[config.mk]
export PLATFORM = sky130hd
export DESIGN_NAME = mdcq_ram
export DESIGN_NICKNAME = d
export VERILOG_FILES = /design/src/hdl/mdcq_ram.sv
export SDC_FILE = /design/constraint.sdc
export NUM_CORES = 1
export LEC_CHECK = 0
export BUFFER_PORTS_ARGS = -buffer_cell sky130_fd_sc_hd__buf_2
export CAP_MARGIN = 20
export CORE_AREA = 2 2 262 264
export CTS_BUF_LIST = sky130_fd_sc_hd__clkbuf_2
export CTS_CLUSTER_DIAMETER = 150
export DETAILED_ROUTE_END_ITERATION = 10
export DIE_AREA = 0 0 264 266
export GPL_TIMING_DRIVEN = 0
export HOLD_SLACK_MARGIN = 0.03
export PLACE_DENSITY = 0.76
export SYNTH_ARGS = -nofsm -noshare
export SYNTH_HDL_FRONTEND = slang
export SYNTH_SLANG_ARGS = --single-unit
[constraint.sdc]
create_clock -name clock -period 2.4 [get_ports clock]
set_clock_uncertainty 0.05 [all_clocks]
set_input_delay 0 -clock clock [delete_from_list [all_inputs] [get_ports clock]]
set_output_delay 0 -clock clock [all_outputs]
set_load 0.05 [all_outputs]
[src/hdl/mdcq_ram.sv]
module mdcq_ram #(
   parameter int unsigned WIDTH = 16,
   parameter int unsigned DEPTH = 64
) (
   input  logic                                   clock,
   input  logic                                   wr_en,
   input  logic [(DEPTH > 1 ? $clog2(DEPTH) : 1)-1:0] wr_addr,
   input  logic [WIDTH-1:0]                       wr_data,
   input  logic                                   rd_en,
   input  logic [(DEPTH > 1 ? $clog2(DEPTH) : 1)-1:0] rd_addr,
   output logic [WIDTH-1:0]                       rd_data
);

   logic [WIDTH-1:0] mem [DEPTH];
   logic [WIDTH-1:0] rd_data_ff;

   always_ff @(posedge clock) begin
      if (wr_en) begin
         mem[wr_addr] <= wr_data;
      end
      if (rd_en) begin
         rd_data_ff <= mem[rd_addr];
      end
   end

   assign rd_data = rd_data_ff;

endmodule

* Word-level counts from Yosys, hierarchy flattened
Memory sizes are Yosys's and may differ from the RTL's. A register that Yosys moved wholly into a read port is not among the register bits.
Index checks and enable logic that the tools add are counted.
** Word-level totals
- Register bits after elaboration :: 0
- Memory bits (writable) :: 1024
- Input port bits :: 31
- Output and inout port bits :: 16
- Logic and storage cells :: 3
- Memories :: 1
** Memory list
- mem :: words 64, width 16, read ports 1, clocked after Yosys merged registers in 1, write ports 1, line 14 : logic [WIDTH-1:0] mem [DEPTH];
** Operators by class
- Muxes and demuxes :: 2
** Operators with widths (number)
- 1-bit two-way mux :: 2

* Longest topological paths before layout
Gate-level depths: netlist (run 1).
- Depth in word-level cells :: 2
- Gate-level depth with buffers :: 10
- Gate-level depth less buffers :: 5

* Worst setup path after synthesis (run 1)
OpenSTA, ideal clock, no wires.
- Kind :: in2reg
- From :: input port wr_addr[3] (netlist bit)
- To :: memory mem[48][0], enable pin
- Setup time :: 409 ps
- Arrival time :: 1626 ps
- Setup slack :: 315 ps
- Cell stages on the path :: 4
- Cell sequence :: clkbuf_1 -> nor2b_1 -> nand4b_1 -> nor3_1
** RTL lines
- from (decl) :: line 7 : input logic [(DEPTH > 1 ? $clog2(DEPTH) : 1)-1:0] wr_addr,
- to (decl) :: line 14
No word-level cell before the write port.

==> results.md, run 1 <==
* CTS Buf Count at approximately 240
* Cell variety after synth at 42
* Worst vdd ir at 0.499 mV
* Initial antenna violation count at 4
* Setup TNS at -0.379 ns
* Drt pass-1 iters at 6
* Final Cell Area at 45,900 um2
* Top post-synthesis cells by area: edfxtp_1, mux4_2, mux2i_1
* Total Wirelength at 101 mm
* FFs w/ async S/R, synth at 0%
* Place WS at -0.522 ns
* Worst setup margin at -0.0779 ns
* Arr. time, crit path at 3.59 ns
* CP cell instances: mux4_2 > mux2i_1 > a22oi_1 > a31oi_2 > a311oi_1
* Launch instance of the worst register-to-register path: mem[5][4]$_DFFE_PP_
* Post-Syn Instances at 1,829
* Final setup fails at 19
* Slowest CP cell: mux2i_1
* Seq cells post-synth at 1,040
* First DRT Iteration DRCs at 2,778
* Max Clk Rate at 0.404 GHz
* Post-Syn Area at approximately 40,000 um2
* Final Critical Period at 2.48 ns
* Clk Latency, worst-skew pair at 1.52 ns
* Slew headroom at a little under a third
* Total gr overflow at 0
* Critical path class: flip-flop to flip-flop
* Total power at 33.4 mW
* CTS Buffer Depth at 3
* Status: finished, violations left
* DRC at 0
* Setup repair after global routing missed its margin: yes
* Vias per cell at 6.43
* P per Cell Area at 727 nW/um2
* Syn avg cell area at 22.0 um2
* Worst setup SP type: flip-flop
* Leakage at 15.1 nW
* Min-delay worst type: primary input to flip-flop
* Post-synth top area cell: edfxtp_1
* Clk sinks at 1,040
* Root buffer cell: clkbuf_2
* Number of synthesized flops with an enable pin at 1,040
* R2R Setup Slk at -0.08 ns
* Worst-Margin Slew at 1.03 ns
* Rows at 96
* Die height at 266 um
* Top_reg_cell synth: edfxtp_1
* Final Max Tran Viols at 0
* I/O pin total at between 40 and 50
* Hold_sp: wr_data[9]
* Detailed Place HPWL at between 60 and 70 mm
* Share of the synthesized area in the top cell type at about 80%
* Setup crit start: mem[5][4]$_DFFE_PP_
* Register area share after synthesis at between 70% and 80%
* Failing checks: negative setup slack
* Vias at 21,400
* TritonCTS clock tree: built
* Htree depth at 4
* Final core utilization at 67.8%
* WL per Instance at 30.4 um
* Synthesized net count at 1,860
* Layout cell share with drive strength beyond 1 at 35.5%
* Clock Pin Slew Worst Setup and Hold Paths at 0.10 ns
* # port buffers at 39
* Final period utilization at 103%
* Routed Antenna Nets at 0
* Die W at 264 um
* Tot GR Track Use at 29.6%
* Fin nets at 2,296
* Req. time, crit path at 3.52 ns
* Max Cap Violations at 0
* GP Congestion at about 0.91
* Vias in the first global route at 21,600
* First-pass GRT wire length at 145 mm
* Synthesis Warnings at 0
* Die area at 70,200 um2
* CP Capture Type: flip-flop
* Area post-placement at approximately 42,000 um2
* Initial Utilization at between 50% and 60%
* P&R area growth vs syn at 14.3%
* Crit-path max cell delay at 0.50 ns
* Largest net degree at the start of global routing at 65
* Final Hold Vio Count at 0
* Crit Path Max Fanout at 1
* CORE AREA at 67,700 um2
-- metal layers --
layer / share of wire, % / up-vias / track usage (%)
met4: 5.0 / 2 / 15.8
met2: 47 / 1571 / 45.4
met1: 36 / 10800 / 39.2
met5: 0.013 / - / 0
met3: 12 / 267 / 8.37
li1: - / 8728 / -
-- flip-flops by register name, indices dropped and copies added (netlist names) --
signal	count
rd_data	16
mem	1024
-- final timing paths --
kind,end,depth (start not counted)
setup reg to reg,rd_data[4]$_DFFE_PP_,5
setup / recovery,rd_data[4]$_DFFE_PP_,5
hold reg to reg,rd_data[1]$_DFFE_PP_,3
hold / removal,mem[29][9]$_DFFE_PP_,3
-- critical path, delay by kind of cell, from the launching register on --
| kind | cells | cell delay, ns |
|---|---|---|
| compound gates | 3 | 0.80 |
| flops | 1 | 0.37 |
| mux | 2 | 0.98 |
-- report_power, final --
part | switching, mW | internal, mW
clock | 6.73 | 4.19
combinational | 1.46 | 0.883
sequential | 0.0342 | 20.1
-- timing repair --
item                                    4_1_cts  5_1_grt
endpoints found under the setup margin        7       39
gates resized for setup                       7       10
setup buffers                                 0        0
endpoints found under the hold margin      2080        8
hold buffers                                106        2
-- cell usage after synthesis (all sizes together), types with 12 or more instances --
cell type  number
mux4          224
a22oi          39
nor2b          30
clkbuf         27
nand3          24
nor2           74
buf            77
a221oi         16
nand4          12
edfxtp       1040
a21oi          17
nand2          60
mux2i          85
mux2           27
-- stage by stage --
step	instances	hold slack (ns)
after floorplan	1829	0.0489
after global placement	2750	0.361
after detailed placement	2802	0.374
after CTS	3317	0.0477
after global routing	3325	0.0442
final	3326	0.134
-- layout by cell type, fill, tap and decap left out, types with 8 or more instances in the layout --
| cell | netlist | routed |
|---|---|---|
| buf_16 | 0 | 8 |
| buf_8 | 3 | 33 |
| nand4_1 | 12 | 12 |
| edfxtp_1 | 1040 | 1040 |
| nand3_1 | 24 | 24 |
| clkbuf_2 | 2 | 340 |
| a221oi_1 | 16 | 16 |
| buf_6 | 17 | 24 |
| clkinv_1 | 0 | 54 |
| a211oi_1 | 8 | 8 |
| nor2_1 | 72 | 12 |
| a22oi_1 | 39 | 39 |
| a211o_1 | 8 | 8 |
| clkbuf_1 | 24 | 23 |
| dlygate4sd3_1 | 0 | 93 |
| mux2_2 | 27 | 27 |
| buf_12 | 5 | 25 |
| a21oi_1 | 17 | 17 |
| a311oi_1 | 8 | 8 |
| buf_4 | 13 | 15 |
| nand2_1 | 59 | 59 |
| mux4_2 | 220 | 220 |
| nor2b_1 | 30 | 30 |
| nor2_2 | 2 | 60 |
| mux2i_1 | 85 | 81 |
| buf_2 | 36 | 75 |
-- cell type report --
cell class              instances  area (um2)
clock inverters                72         400
plain buffers                 104         734
clock buffers                 337        1690
flip-flops and latches       1040       31200
well taps                     882        1100
diodes                          7        17.5
fillers                      4295       21800
repair buffers                199        2290
multi-input cells             685        8480
-- logic make-up (layout without fill, tap and decap cells) --
family / after synthesis / count (layout) / share of synthesized area [%]
muxes: 336 / 336 / 15.5
and+or+nand+nor: 220 / 220 / 2.64
AOI/OAI and AO/OA: 129 / 129 / 2.40
buffers and inverters: 104 / 712 / 1.82
DFF: 1040 / 1040 / 77.7
other: 0 / 7 / 0
Note: power is estimated with default switching activity, not from simulation.
==> inputs of run 2 (changes only) <==
--- a/config.mk
+++ b/config.mk
@@ -15,6 +15,7 @@
 export GPL_TIMING_DRIVEN = 0
 export HOLD_SLACK_MARGIN = 0.03
 export PLACE_DENSITY = 0.76
+export RECOVER_POWER = 50
 export SYNTH_ARGS = -nofsm -noshare
 export SYNTH_HDL_FRONTEND = slang
 export SYNTH_SLANG_ARGS = --single-unit
==> run 2 against run 1 <==
  * The flow finishes with violations (max-capacitance violations, max-slew violations, negative setup slack)
  * Largest power group unchanged
  * Non-clock buffer count did not move
  * Critical endpoint unchanged
  * Wire length rose by 0.14%
  * Fmax shrank 0.41%
  * Flip-flop and latch count stayed put
  * Total power hardly changed
  * Largest cell class unchanged
  * Register-to-register slack about the same
==> results.md, run 2 (synthesis results as in run 1) <==
* Die W at 264 um (unchanged)
* DRC at 0 (unchanged)
* Hold_ws at 0.0475 ns (-0.0864 ns)
* Req. time, crit path at 3.57 ns (+0.05 ns)
* Clk sinks at 1,040 (unchanged)
* Htree depth at 4 (unchanged)
* Tot GR Track Use at 29.6% (unchanged)
* GP Congestion at 0.908 (unchanged)
* I/O pin total at 47 (unchanged)
* Total gr overflow at 0 (unchanged)
* Slew headroom at -41.1% (-72 points)
* Rows at 96 (unchanged)
* Initial antenna violation count at 4 (unchanged)
* Worst setup margin at -0.0881 ns (-0.0102 ns)
* Final Max Tran Viols at 453 (+453)
* Max reg flops at 1,024 (unchanged)
* P&R area growth vs syn at 13.5%
* Final core utilization at 67.4% (-0.46 points)
* Status: finished, violations left
* WL per Instance at 30.5 um (+0.11%)
* Drt pass-1 iters at 6 (unchanged)
* Worst vdd ir at 0.531 mV (+6.4%)
* CTS Buffer Depth at 3 (unchanged)
* Commonest non-fill, non-tap cells in the layout: edfxtp_1, clkbuf_2, mux4_2
* Root buffer cell: clkbuf_2
* Reg with most FFs: mem
* Layout cell share with drive strength beyond 1 at 34.6% (-0.98 points)
* Arr. time, crit path at 3.66 ns (+0.07 ns)
* First-pass GRT wire length at 145 mm (unchanged)
* Largest net degree at the start of global routing at 65 (unchanged)
* Worst-Margin Slew at 2.12 ns (+1.09 ns)
* Placed Instances at 2,802 (unchanged)
* Critical path class: flip-flop to flip-flop
* Final setup fails at 3 (-16)
* Crit Path Max Fanout at 1 (unchanged)
* Setup repair after global routing missed its margin: yes
* Max Clk Rate at 0.402 GHz (-0.41%)
* Initial Utilization at 59.3% (unchanged)
* # port buffers at 39 (unchanged)
* Leakage at 14.9 nW (-1.1%)
* Routed Antenna Nets at 0 (unchanged)
* Place WS at -0.522 ns (unchanged)
* Vias in the first global route at 21,600 (unchanged)
* Max Cap Violations at 12 (+12)
* Fin nets at 2,296 (unchanged)
* Detailed Place HPWL at 64.7 mm (unchanged)
* CORE AREA at 67,700 um2 (unchanged)
* Total Wirelength at 101 mm (+0.14%)
* Clk Latency, worst-skew pair at 1.58 ns (+0.06 ns)
* Die area at 70,200 um2 (unchanged)
* Final period utilization at 104% (+0.43 points)
* Worst setup SP type: flip-flop
* Die height at 266 um (unchanged)
* TritonCTS clock tree: built
* Clock Pin Slew Worst Setup and Hold Paths at 0.10 ns (about the same)
* CP Capture Type: flip-flop
* CTS Buf Count at 235 (unchanged)
* P per Cell Area at 732 nW/um2 (+0.60%)
* First DRT Iteration DRCs at 2,884 (+3.8%)
* Final Hold Vio Count at 0 (unchanged)
* Finished Layout Cells at 3,327 (+0.030%)
* Failing checks: max-capacitance violations, max-slew violations, negative setup slack
* Vias per cell at 6.45 (+0.33%)
* Vias at 21,500 (+0.36%)
* Commonest non-fill, non-tap cell in the layout: edfxtp_1
* Final Critical Period at 2.49 ns (+0.0102 ns)
* Min-delay worst type: primary input to flip-flop
run 2: changes by cell type in the layout (fill, tap and decap cells not counted):
cell / delta
clkbuf_1: +24
clkbuf_2: +6
buf_6: -1
diode_2: +1
buf_12: -11
buf_2: -13
buf_16: -5
run 2: area by class of cell:
type                       count  area [um2]
sequential                  1040       31200
fill                        4335       22100
multi-input combinational    685        8480
timing repair buffer         199        1980
clock buffer                 337        1690
tap                          882        1100
buffer                       104         734
clock inverter                72         400
antenna                        8        20.0
run 2: worst paths after layout:
| kind | depth (start not counted) | slack [ns] | from | to |
|---|---|---|---|---|
| max | 5 | -0.09 | mem[5][4]$_DFFE_PP_ | rd_data[4]$_DFFE_PP_ |
| min | 3 | 0.05 | wr_data[9] | mem[31][9]$_DFFE_PP_ |
| max reg2reg | 5 | -0.09 | mem[5][4]$_DFFE_PP_ | rd_data[4]$_DFFE_PP_ |
| min reg2reg | 3 | 1.02 | mem[48][9]$_DFFE_PP_ | rd_data[9]$_DFFE_PP_ |
run 2: worst max-delay path, cell delays in order (launching register included):
cell and delay (ns):
edfxtp_1 0.37, mux4_2 0.48, mux2i_1 0.50, a22oi_1 0.19, a31oi_2 0.47, a311oi_1 0.13
run 2: report_power, final:
part           switching (mW)  internal [mW]  total [mW]  leakage [nW]
registers              0.0341           20.1        20.2          9.37
clock network            6.74           4.19        10.9          1.59
logic                    1.46          0.825        2.28          3.93
total                    8.24           25.1        33.4          14.9
run 2: per-layer routing:
| layer | global-route usage (%) | vias up | wire length [um] |
|---|---|---|---|
| met3 | 8.37 | 263 | 11700 |
| met1 | 39.2 | 10900 | 36800 |
| li1 | - | 8714 | - |
| met2 | 45.4 | 1535 | 47700 |
| met4 | 15.8 | 2 | 5170 |
| met5 | 0 | - | 13 |
run 2: timing repair:
action | 4_1_cts | 5_1_grt
setup endpoints to repair | 7 | 39
buffers inserted | 0 | 0
resized for setup | 7 | 10
hold buffers | 106 | 2
hold endpoints to repair | 2080 | 8
run 2: metrics by stage:
| step | area [um2] | power, mW | TNS, ns |
|---|---|---|---|
| global route | 45600 | 34.4 | -0.157 |
| floorplan | 40200 | 21.7 | 0 |
| CTS | 45900 | 33.5 | 0 |
| finish | 45600 | 33.4 | -0.104 |
| detailed placement | 42500 | 22.7 | -53.24 |
| global placement | 41500 | 22.5 | -372.07 |
==> inputs of run 3 (changes only) <==
--- a/config.mk
+++ b/config.mk
@@ -8,7 +8,7 @@
 export BUFFER_PORTS_ARGS = -buffer_cell sky130_fd_sc_hd__buf_2
 export CAP_MARGIN = 20
 export CORE_AREA = 2 2 262 264
-export CTS_BUF_LIST = sky130_fd_sc_hd__clkbuf_2
+export CTS_BUF_LIST = sky130_fd_sc_hd__clkbuf_8 sky130_fd_sc_hd__clkbuf_16
 export CTS_CLUSTER_DIAMETER = 150
 export DETAILED_ROUTE_END_ITERATION = 10
 export DIE_AREA = 0 0 264 266
==> run 3 against run 2 <==
  * The flow still finishes with violations (max-capacitance violations, max-slew violations, negative setup slack)
  * Clock power grew 39%
  * Flip-flop and latch count is the same
  * Hold slack gained 0.028 ns
==> results.md, run 3 (synthesis results as in run 1) <==
* Clk sinks at 1,040 (unchanged)
* Final core utilization at 67.6% (+0.23 points)
* Status: finished, violations left
* Final Max Tran Viols at 169 (-63%)
* Hold_ws at 0.0750 ns (+0.0275 ns)
* Min-delay worst type: primary input to flip-flop
* Area taken by multi-input logic gates at 8470 um2 (-0.19%)
* Hold path depth at 3 (unchanged)
* CP Capture Type: flip-flop
* Layout cell share with drive strength beyond 1 at 29.2% (-5.3 points)
* End point of the critical path: mem[15][3]$_DFFE_PP_
* Leakage at 14.5 nW (-2.4%)
* Combinational share of power at 5.7% (-1.1 points)
* Final Cell Area at 45,800 um2 (+0.34%)
* Htree depth at 3 (-1)
* Initial Utilization at 59.3% (unchanged)
* WL per Instance at 33.0 um (+8.4%)
* Die area at 70,200 um2 (unchanged)
* Final Critical Period at 2.52 ns (+0.0328 ns)
* RR Endpoint: rd_data[4]$_DFFE_PP_
* Total Wirelength at 99.4 mm (-1.9%)
* Setup repair after global routing missed its margin: yes
* Vias per cell at 6.79 (+5.3%)
* Area post-placement at 42,500 um2 (unchanged)
* Clock group share of total power at 40.5% (+7.7 points)
* Vias in the first global route at 20,300 (-6.0%)
* Clock Pin Slew Worst Setup and Hold Paths at 0.06 ns (-0.04 ns)
* Clk Latency, worst-skew pair at 0.65 ns (-0.93 ns)
* Setup crit start: wr_addr[0]
* Max Cap Violations at 6 (-6)
* First-pass GRT wire length at 142 mm (-2.1%)
* Critical path class: primary input to flip-flop
* Drt pass-1 iters at 7 (+1)
* Net Switching at 8.00 mW (-2.9%)
* Pint at 29.5 mW (+17%)
* Vias at 20,500 (-4.6%)
* CTS Buf Count at 99 (-58%)
* Worst setup margin at -0.121 ns (-0.0328 ns)
* Worst vdd ir at 0.607 mV (+14%)
* Crit Path Max Fanout at 16 (+15)
* Arr. time, crit path at 2.73 ns (-0.93 ns)
* Failing checks: max-capacitance violations, max-slew violations, negative setup slack
* Slew headroom at -25.2% (+16 points)
* Final period utilization at 105% (+1.4 points)
* Max Clk Rate at 0.397 GHz (-1.3%)
* Die W at 264 um (unchanged)
* Sequential Power Share at 53.8% (-6.6 points)
* Register area at 31,200 um2 (unchanged)
* I/O pin total at 47 (unchanged)
* R2R Setup Slk at -0.02 ns (+0.07 ns)
* TritonCTS clock tree: built
* Rows at 96 (unchanged)
* Largest net degree at the start of global routing at 65 (unchanged)
* Commonest non-fill, non-tap cell in the layout: edfxtp_1
* Slowest CP cell: nor2_2
* Die height at 266 um (unchanged)
* CP cell instances: dlygate4sd3_1 > buf_2 > nand4_1 > nor2_2
* Place WS at -0.522 ns (unchanged)
* Max reg flops at 1,024 (unchanged)
* Diodes inserted at 0 (-8)
* Final setup fails at 81 (+78)
* First DRT Iteration DRCs at 3,026 (+4.9%)
* CORE AREA at 67,700 um2 (unchanged)
* Routed Antenna Nets at 0 (unchanged)
* GP Congestion at 0.908 (unchanged)
* Initial antenna violation count at 1 (-3)
* Launch instance of the worst register-to-register path: mem[23][4]$_DFFE_PP_
* Filler instances at 4,111 (-5.2%)
* Final Hold Vio Count at 0 (unchanged)
* Worst setup SP type: primary input
* Root buffer cell: clkbuf_16
* Req. time, crit path at 2.61 ns (-0.96 ns)
* Detailed Place HPWL at 64.7 mm (unchanged)
* Commonest non-fill, non-tap cells in the layout: edfxtp_1, mux4_2, clkbuf_16
* Reg2Reg Depth at 5 (unchanged)
* Fin nets at 2,079 (-9.5%)
* CTS Buffer Depth at 3 (unchanged)
* P&R area growth vs syn at 13.9%
* Switching share of total power at 21.3% (-3.4 points)
* Tot GR Track Use at 28.9% (-0.76 points)
* DRC at 0 (unchanged)
* # port buffers at 39 (unchanged)
* Total gr overflow at 0 (unchanged)
* Crit-path max cell delay at 1.14 ns (+0.64 ns)
* Worst-Margin Slew at 1.88 ns (-0.238 ns)
* P per Cell Area at 819 nW/um2 (+12%)
* Reg with most FFs: mem
## run 3: layout make-up
class                      count  area share [%]
buffer                       104            1.60
clock buffer                 102            5.57
clock inverter                81            1.34
multi-input combinational    685            18.5
sequential                  1040            68.2
tap                          882            2.41
timing repair buffer         118            2.38
## run 3: layer usage
metal / wire (um) / part of all wire, % / track usage (%)
met2: 47500 / 48 / 45.7
met3: 10800 / 11 / 6.01
met4: 5210 / 5.2 / 12.5
met1: 35900 / 36 / 39.6
met5: 13 / 0.013 / 0
## run 3: critical path: cells and delay by family
| kind | cells | cell delay (ns) |
|---|---|---|
| simple gates | 2 | 2.01 |
| buf+inv | 2 | 0.71 |
## run 3: stage by stage
stage,TNS [ns],instances,power [mW]
global route,-13.63,3012,38.4
CTS,0,3002,37.6
global placement,-372.07,2750,22.5
detailed placement,-53.24,2802,22.7
finish,-6.23,3012,37.5
floorplan,0,1829,21.7
## run 3: worst min-delay path by stage
stage          startpoint                     to  slack, ns
4_1_cts        wr_addr[2]   mem[49][8]$_DFFE_PP_       0.04
3_5_place_dp        rd_en   rd_data[4]$_DFFE_PP_       0.37
6_report       wr_addr[2]   mem[49][8]$_DFFE_PP_       0.08
2_1_floorplan  wr_data[0]    mem[0][0]$_DFFE_PP_       0.05
3_3_place_gp        rd_en  rd_data[13]$_DFFE_PP_       0.36
5_1_grt        wr_addr[1]   mem[49][8]$_DFFE_PP_        0.1
## run 3: what timing repair did
action,in CTS,in global routing
buffers inserted,0,0
hold endpoints to repair,375,270
resized for setup,4,8
endpoints found under the setup margin,4,118
hold buffers,17,5
## run 3: power by group through the flow
stage | Sequential [mW] | Combinational, mW | Clock [mW]
final | 20.2 | 2.14 | 15.2
after global routing | 20.2 | 2.22 | 15.9
after CTS | 20.2 | 2.13 | 15.3
after detailed placement | 20.6 | 2.09 | 0
after global placement | 20.6 | 1.97 | 0
after floorplan | 20.7 | 1.04 | 0
